**config.mk**
```make
export PLATFORM = sky130hd
export DESIGN_NAME = cht_fifo
export DESIGN_NICKNAME = d
export VERILOG_FILES = /design/src/rtl/cht_fifo.sv
export SDC_FILE = /design/constraint.sdc
export NUM_CORES = 1
export LEC_CHECK = 0
export BUFFER_PORTS_ARGS = -buffer_cell sky130_fd_sc_hd__buf_2
export CORE_AREA = 5 5 42 44
export DETAILED_ROUTE_END_ITERATION = 6
export DIE_AREA = 0 0 47 49
export RECOVER_POWER = 25
export REMOVE_ABC_BUFFERS = 1
export SYNTH_ARGS = -nofsm -noshare
export SYNTH_HDL_FRONTEND = slang
export SYNTH_SLANG_ARGS = --single-unit
```
**constraint.sdc**
```tcl
create_clock -name clk -period 3.05 [get_ports clk]
set_input_delay 0 -clock clk [delete_from_list [all_inputs] [get_ports clk]]
set_output_delay 0 -clock clk [all_outputs]
set_load 0.01 [all_outputs]
```
**src/rtl/cht_fifo.sv**
```systemverilog
`timescale 1ns / 1ps
`default_nettype none
// Small register queue used between the front, the back and the result ports.
module cht_fifo #(
  parameter int  DEPTH = 2,
  parameter type T     = logic
) (
  input  logic clk,
  input  logic rst,
  input  logic push,
  input  T     wdata,
  output logic full,
  input  logic pop,
  output T     rdata,
  output logic empty
);

  localparam int AW = $clog2(DEPTH);
  localparam int CW = $clog2(DEPTH + 1);

  T               mem [DEPTH];
  logic [AW-1:0]  wr_ptr;
  logic [AW-1:0]  rd_ptr;
  logic [CW-1:0]  count;
  logic           do_push;
  logic           do_pop;

  assign full    = (count == CW'(DEPTH));
  assign empty   = (count == '0);
  assign do_push = push && !full;
  assign do_pop  = pop && !empty;
  assign rdata   = mem[rd_ptr];

  always_ff @(posedge clk) begin
    if (rst) begin
      wr_ptr <= '0;
      rd_ptr <= '0;
      count  <= '0;
    end else begin
      if (do_push) begin
        wr_ptr <= (wr_ptr == AW'(DEPTH - 1)) ? '0 : wr_ptr + AW'(1);
      end
      if (do_pop) begin
        rd_ptr <= (rd_ptr == AW'(DEPTH - 1)) ? '0 : rd_ptr + AW'(1);
      end
      if (do_push && !do_pop) begin
        count <= count + CW'(1);
      end else if (do_pop && !do_push) begin
        count <= count - CW'(1);
      end
    end
  end

  always_ff @(posedge clk) begin
    if (do_push) begin
      mem[wr_ptr] <= wdata;
    end
  end

endmodule
`default_nettype wire

```
After elaboration in Yosys (flattened, before gate mapping) --
Memory sizes are Yosys's and may differ from the RTL's. A register that Yosys moved wholly into a read port is not among the register bits. Cells that the tools add are included.
Operators by class: add/sub/neg operators 4, equality and inequality tests 1, muxes and demuxes 8, reduce and logical (&&, ||, !) cells 10
Operators with widths (count):
- 1-bit 2-to-1 mux | 6
- 1-bit logical AND | 4
- 1-bit logical NOT | 4
- 2-bit 2-to-1 mux | 2
- 1-bit adder (second input constant) | 2
- 2-bit by 1-bit adder with 2-bit output (second input constant) | 1
- 2-bit == test (second input constant) | 1
- 2-bit logical NOT | 1
- 2-bit nonzero test | 1
- 2-bit by 1-bit subtractor with 2-bit output (second input constant) | 1
Storage, ports and cells: register bits after elaboration 4, RAM bits 2, input port bits 5, output and inout port bits 3, logic and storage cells 27, memories kept 1
Memories:
- mem | words 2, bits a word 1, read ports 1, clocked after memory_dff 1, wr ports 1, RTL line 21 | T mem [DEPTH];

Longest topological paths before layout --
Gate-level depths: netlist of run 1.
depth in word-level cells 7, mapped depth 6, mapped depth without buffers 6

Worst setup path after synthesis of run 1 --
OpenSTA, ideal clock, no wires.
kind flip-flop to flip-flop, start reg count[1], end reg count[1], setup time 70 ps, arrival 1399 ps, required time 2980 ps, setup slack 1581 ps, stages on the path, launching flop included 6, path buffers 0, period minus slack after synthesis 1469 ps, cells stage by stage dfxtp_1 -> nor2b_2 -> nor2_1 -> ha_1 -> or3_1 -> a21oi_1
On the way: word-level cells in the longest chain between the ends 6, elaborated cells between the ends (all ways) 15, classes of those cells add/sub: 2; eq/ne: 1; mux: 2; reduce/logical: 10
Ends and longest elaborated chain:
- start: declaration | RTL line 24 | logic [CW-1:0] count;
- start signal: assignment | RTL line 47 | count <= count + CW'(1);
- start signal: assignment | RTL line 49 | count <= count - CW'(1);
- 2-bit == test (*) | RTL line 28 | assign full = (count == CW'(DEPTH));
- net full | RTL line 12 | output logic full,
- 1-bit logical NOT (*) | RTL line 30 | assign do_push = push && !full;
- 1-bit logical AND (*) | RTL line 30
- 1-bit logical NOT | RTL line 48 | end else if (do_pop && !do_push) begin
- 1-bit logical AND | RTL line 48
- 2-bit nonzero test (no source line)
The timed path passes the listed nets; every way through them passes the cells marked *. The select of a mux whose other input is x is not followed. A chain may end at the register's enable or synchronous reset.

Worst setup path after layout of run 1 --
start reg count[0], end reg count[1]
On the way: word-level cells in the longest chain between the ends 6, elaborated cells between the ends (all ways) 15, classes of those cells add/sub: 2; eq/ne: 1; mux: 2; reduce/logical: 10
Ends and longest elaborated chain (RTL line):
- 2-bit == test / 2-bit logical NOT (equally long branches) | 28, 29
- 1-bit logical NOT (on tied branches) | 30, 31
- 1-bit logical AND (on tied branches) | 30, 31
- 1-bit logical NOT (on tied branches) | 48, 46
- 1-bit logical AND (on tied branches) | 48, 46
- 2-bit nonzero test (no source line) / 2-bit 2-to-1 mux (equally long branches)
Parallel ways exist; a longest one is shown, timed or not. The select of a mux whose other input is x is not followed.

==> flow_summary.yaml, run 1 <==
worst_setup_path:
  worstSetupEndpointType: "flip-flop"
  cp.arrival_ns: 1.71
  timing.rr.end: "count[1]"
  rr_worst_depth: 4
  cp-endpoint: "count[1]"
  crit_type: "reg -> reg"
  cp_data_required_time_ns: 3.23
  path_max_fanout: 5
  start_kind: "flip-flop"
  reg2reg_slack_ns: 1.52
  critPathLaunch: "count[0]"
  r2r-start: "count[0]"
floorplan:
  rows: 14
  die_w_um: 47
  die_h_um: 49
  core_um2: 1401
  io_pins: 8
  dieArea_um2: 2303
  initial_utilization: 0.2062
synth:
  synth.distinct_cells: 12
  syn_area_per_cell_um2: 10.32
  ys_seq_elements: 7
  syn_area_um2: 289.0
  yosysSeqAreaShare: 0.5541
  syn_inst: 28
  yosysWarnings: 0
timing:
  fin_crit_ns: 1.529
  fin_ws_ns: 1.521
  fin_tns_setup_ns: 0
  worst_hold_slack_ns: 0.1334
  period_share: 0.5015
  tightest_slew_ns: 0.3176
  finalHoldViolCount: 0
  fin_skew_ns: 0.001441
  slew_headroom: 0.7860
  setup_viol: 0
  slew_violations: 0
  rsz0062_at_grt: "no"
  max_freq_ghz: 0.6538
global_route:
  grt_remaining_overflow: 0
  grt_pass1_wl_um: 793
  grt_pass1_vias: 198
  grt_max_degree: 6
  grt_usage: 0.05375
  antenna_found_initial: 0
worst_hold_path:
  hold_path_class: "in -> reg"
  hold_depth: 4
clock_tree:
  cts_setup_buffers: 0
  cts.sinks: 7
  cts-root-buf: "clkbuf_4"
  clock_latency_ns: 0.25
  post_cts_resized: 0
  clockBufferDepth: 2
  cts_buffers: 3
  cts_tree: "built"
  htreeDepth: 1
  clk_pin_slew_ns: 0.05
drt:
  ant_nets: 0
  wl_um: 494
  viasPerCell: 3.930
  wl_per_cell_um: 8.667
  vias: 224
  drtIter0Drc: 5
  firstDrtPassIters: 2
  post-route-drc-count: 0
placement:
  place_ws_ns: 1.521
  placed_cell_area_um2: 344.1
  dpl.cell_count: 51
  dp_hpwl_um: 375.9
  io_buffers: 7
  gp_congestion: 0.6791
pwr:
  power_density_nw_per_um2: 891.2
  leakage_nw: 0.1724
  ir_drop_v: 0.0003366
outcome:
  status: "completed"
final_layout:
  finalNetCount: 48
  post_route_cells_drive_above_1_share: 0.2683
  finalNonFillerCells: 57
  diodes: 0
  syn2layout_area_growth_pct: 34.63
  design_area_um2: 389.1
job:
  drv_cap: 0
## power breakdown
group	internal [mW]	total, mW	switching [mW]
registers	0.125	0.145	0.0205
logic	0.0581	0.119	0.0611
clock network	0.0498	0.0824	0.0326
## layout by cell type, fill, tap and decap left out, drive strengths merged
| cell | count |
|---|---|
| mux2 | 1 |
| inv | 2 |
| a21oi | 2 |
| dfxtp | 5 |
| buf | 6 |
| nor2 | 5 |
| nor2b | 1 |
| ha | 1 |
| dlygate4sd3 | 2 |
| or3 | 2 |
| and2 | 1 |
| xor2 | 3 |
| o21ai | 3 |
| edfxtp | 2 |
| clkbuf | 5 |
## cells in the mapped netlist
cell	instances	area [µm²]
nor2_1	5	18.77
inv_1	2	7.510
and2_1	1	6.260
or3_1	2	12.51
dfxtp_1	5	100.1
mux2_2	1	11.26
ha_1	1	12.51
xor2_1	3	26.28
nor2b_2	1	8.760
o21ai_0	3	15.01
edfxtp_1	2	60.06
a21oi_1	2	10.01
## metal layers
metal,vias up,global-route usage,wire (µm)
li1,119,-,-
met1,95,0.05791,200
met2,8,0.05882,229
met3,2,0.06642,58
met4,0,0.02765,6
met5,-,0,0
## how the worst min path moves through the flow
stage,start,to,slack (ns)
6_report,push,wr_ptr,0.13
3_5_place_dp,wdata,mem[1],0.20
5_1_grt,push,wr_ptr,0.15
3_3_place_gp,wdata,mem[0],0.19
2_1_floorplan,rst,count[1],0.07
4_1_cts,push,wr_ptr,0.13
## worst max-delay path, cell delays in order, from the launching register on
cell     delay, ns
dfxtp_1       0.36
o21ai_0       0.30
ha_1          0.32
or3_1         0.35
a21oi_1       0.13
## cell type report
type                            instances  area, µm²
Multi-Input combinational cell         19      121.4
Inverter                                2      7.507
Sequential cell                         7      160.2
Timing Repair Buffer                    9      53.80
Clock buffer                            4      26.28
Fill cell                             160       1012
Tap cell                               16      20.02
## logic make-up (layout without fill, tap and decap cells)
kind of cell             after synthesis  after routing  synth area share
AO/OA/AOI/OAI                          5              5           0.08657
XOR/XNOR                               3              3           0.09093
adder cells (fa/ha/maj)                1              1           0.04328
buffers and inverters                  2             15           0.02598
flip-flops                             7              7            0.5541
multiplexers                           1              1           0.03896
AND/OR/NAND/NOR                        9              9            0.1602
## metrics by stage
stage                     total power, mW    util
after floorplan                    0.2326       -
after global placement             0.2653  0.2455
after detailed placement           0.2679  0.2455
after CTS                          0.3562  0.2786
after global routing               0.3763  0.2777
final                              0.3468  0.2777
## timing repair
item / CTS / global route
hold buffers: 2 / 0
setup endpoints to repair: 0 / 0
endpoints found under the hold margin: 7 / 0
No activity file was read; power rests on OpenSTA's default activity.
==> run 2, diff against run 1 <==
--- a/config.mk
+++ b/config.mk
@@ -5,6 +5,7 @@
 export SDC_FILE = /design/constraint.sdc
 export NUM_CORES = 1
 export LEC_CHECK = 0
+export ABC_AREA = 1
 export BUFFER_PORTS_ARGS = -buffer_cell sky130_fd_sc_hd__buf_2
 export CORE_AREA = 5 5 42 44
 export DETAILED_ROUTE_END_ITERATION = 6
==> constraint.sdc (replaced) <==
create_clock -name clk -period 1.2 [get_ports clk]
set_input_delay 0 -clock clk [delete_from_list [all_inputs] [get_ports clk]]
set_output_delay 0 -clock clk [all_outputs]
set_load 0.01 [all_outputs]
==> flow_summary.yaml, run 2 <==
placement:
  gp_congestion: 0.6549
  dp_hpwl_um: 488.9
  io_buffers: 7
  place_ws_ns: -0.07317
  dpl.cell_count: 68
  placed_cell_area_um2: 416.7
synth:
  synth_top_area_cell: "dfxtp_1"
  yosysWarnings: 0
  ys_async_sr_fraction: 0
  yosysTopAreaCellShare: 0.3089
  yosysSeqAreaShare: 0.4942
  syn_area_um2: 324.1
  synth.distinct_cells: 16
  synth_area_leaders: "dfxtp_1, edfxtp_1, nor2_1"
  syn_inst: 40
  netlist_top_cells_count: "nor2_1, inv_1, dfxtp_1"
  ys_seq_elements: 7
  synth_edf_count: 2
  yosysMostFrequentCell: "nor2_1"
  synthFlopType: "dfxtp_1"
  syn_area_per_cell_um2: 8.102
floorplan:
  initial_utilization: 0.2313
  dieArea_um2: 2303
  core_um2: 1401
  io_pins: 8
  rows: 14
  die_h_um: 49
  die_w_um: 47
drt:
  wl_per_cell_um: 8.905
  wl_um: 659
  drtIter0Drc: 3
  vias: 299
  firstDrtPassIters: 3
  ant_nets: 0
  viasPerCell: 4.041
  post-route-drc-count: 0
clock_tree:
  clk_pin_slew_ns: 0.05
  htreeDepth: 1
  cts.sinks: 7
  clockBufferDepth: 2
  cts-root-buf: "clkbuf_4"
  clock_latency_ns: 0.25
  cts_buffers: 3
  cts_tree: "built"
global_route:
  antenna_found_initial: 0
  grt_usage: 0.07001
  grt_pass1_vias: 289
  grt_pass1_wl_um: 1083
  grt_remaining_overflow: 0
  grt_max_degree: 5
pwr:
  power_density_nw_per_um2: 2353
  intPower_mw: 0.7422
  pwr-share-comb: 0.499
  ir_drop_v: 0.0008533
  p_sw_mw: 0.4179
  p_seq_frac: 0.319
  netSwitchingFraction: 0.3602
  clkPwrFrac: 0.182
  leakage_nw: 0.2257
worst_hold_path:
  hold_path_class: "in -> reg"
outcome:
  status: "completed"
worst_setup_path:
  slowest_stage: "dfxtp_2"
  critical_path.cell_chain: "buf_6 -> o21ai_4 -> ha_4 -> inv_2 -> nand4_1 -> nand2_1 -> nor2_1"
  cp.arrival_ns: 1.33
  start_kind: "flip-flop"
  worstSetupEndpointType: "flip-flop"
  crit_type: "reg -> reg"
  critPathMaxStageDelay_ns: 0.33
  path_max_fanout: 3
  cp_data_required_time_ns: 1.34
final_layout:
  syn2layout_area_growth_pct: 52.12
  regArea_um2: 162.7
  fill_cells: 154
  multiInputGateArea_um2: 157.7
  diodes: 0
  final_cell_mix: "nor2_1, buf_2, inv_2, buf_4, inv_1"
  finalNetCount: 65
  finalNonFillerCells: 74
  mostFrequentLayoutCell: "nor2_1"
  post_route_cells_drive_above_1_share: 0.5000
  design_area_um2: 493.0
timing:
  setup_viol: 0
  finalHoldViolCount: 0
  worst_hold_slack_ns: 0.03639
  period_share: 0.9893
  slew_headroom: 0.8531
  fin_crit_ns: 1.187
  rsz0062_at_grt: "yes"
  tightest_slew_ns: 0.2180
  max_freq_ghz: 0.8424
  fin_ws_ns: 0.01289
  slew_violations: 0
  fin_skew_ns: 0.001776
  fin_tns_setup_ns: 0
job:
  drv_cap: 0
==> run 2: logic make-up after synthesis <==
| family | after synthesis | share of synthesized area |
|---|---|---|
| DFF | 7 | 0.4942 |
| adders and majority gates | 1 | 0.03860 |
| buffers and inverters | 9 | 0.1042 |
| muxes | 1 | 0.03475 |
| and+or+nand+nor | 16 | 0.2124 |
| AOI/OAI and AO/OA | 6 | 0.1158 |
==> run 2: worst paths after layout <==
check,from,endpoint,slack [ns],cells past startpoint
min,rst,count[1],0.04,4
min reg2reg,wr_ptr,wr_ptr,0.54,2
max reg2reg,count[1],count[1],0.01,7
max,count[1],count[1],0.01,7
==> run 2: critical path, delay by kind of cell, from the launching register on <==
kind / cells / cell delay, ns
buffers and inverters: 2 / 0.18
adder cells (fa/ha/maj): 1 / 0.23
flip-flops: 1 / 0.33
AO/OA/AOI/OAI: 1 / 0.17
AND/OR/NAND/NOR: 3 / 0.18
==> run 2: metal layers <==
metal	wire length, µm	vias to the layer above	GRT usage
met5	0	-	0
met4	0	0	0.01382
met3	72	0	0.07749
met2	323	8	0.1041
met1	263	131	0.06459
li1	-	160	-
==> run 2: final cells by class <==
cell class,instances,area share
Tap cell,16,0.04061
Timing Repair Buffer,14,0.1878
Clock buffer,4,0.05330
Multi-Input combinational cell,24,0.3198
Inverter,9,0.06853
Sequential cell,7,0.3299
==> run 2: power by group through the flow <==
stage | Combinational [mW] | Sequential, mW | Clock (mW)
after floorplan | 0.275 | 0.368 | 0
after global placement | 0.471 | 0.359 | 0
after detailed placement | 0.477 | 0.359 | 0
after CTS | 0.537 | 0.363 | 0.224
after global routing | 0.657 | 0.379 | 0.239
final | 0.579 | 0.370 | 0.211
==> run 2: stage by stage <==
stage / utilization / total power, mW
after floorplan: - / 0.6430
after global placement: 0.2973 / 0.8302
after detailed placement: 0.2973 / 0.8369
after CTS: 0.3384 / 1.124
after global routing: 0.3518 / 1.275
final: 0.3518 / 1.160
==> run 2: repair_timing <==
item	4_1_cts	5_1_grt
gates resized for setup	4	6
hold endpoints to repair	2	0
pin swaps	3	7
setup endpoints to repair	2	2
hold buffers	1	0
buffers inserted	0	1
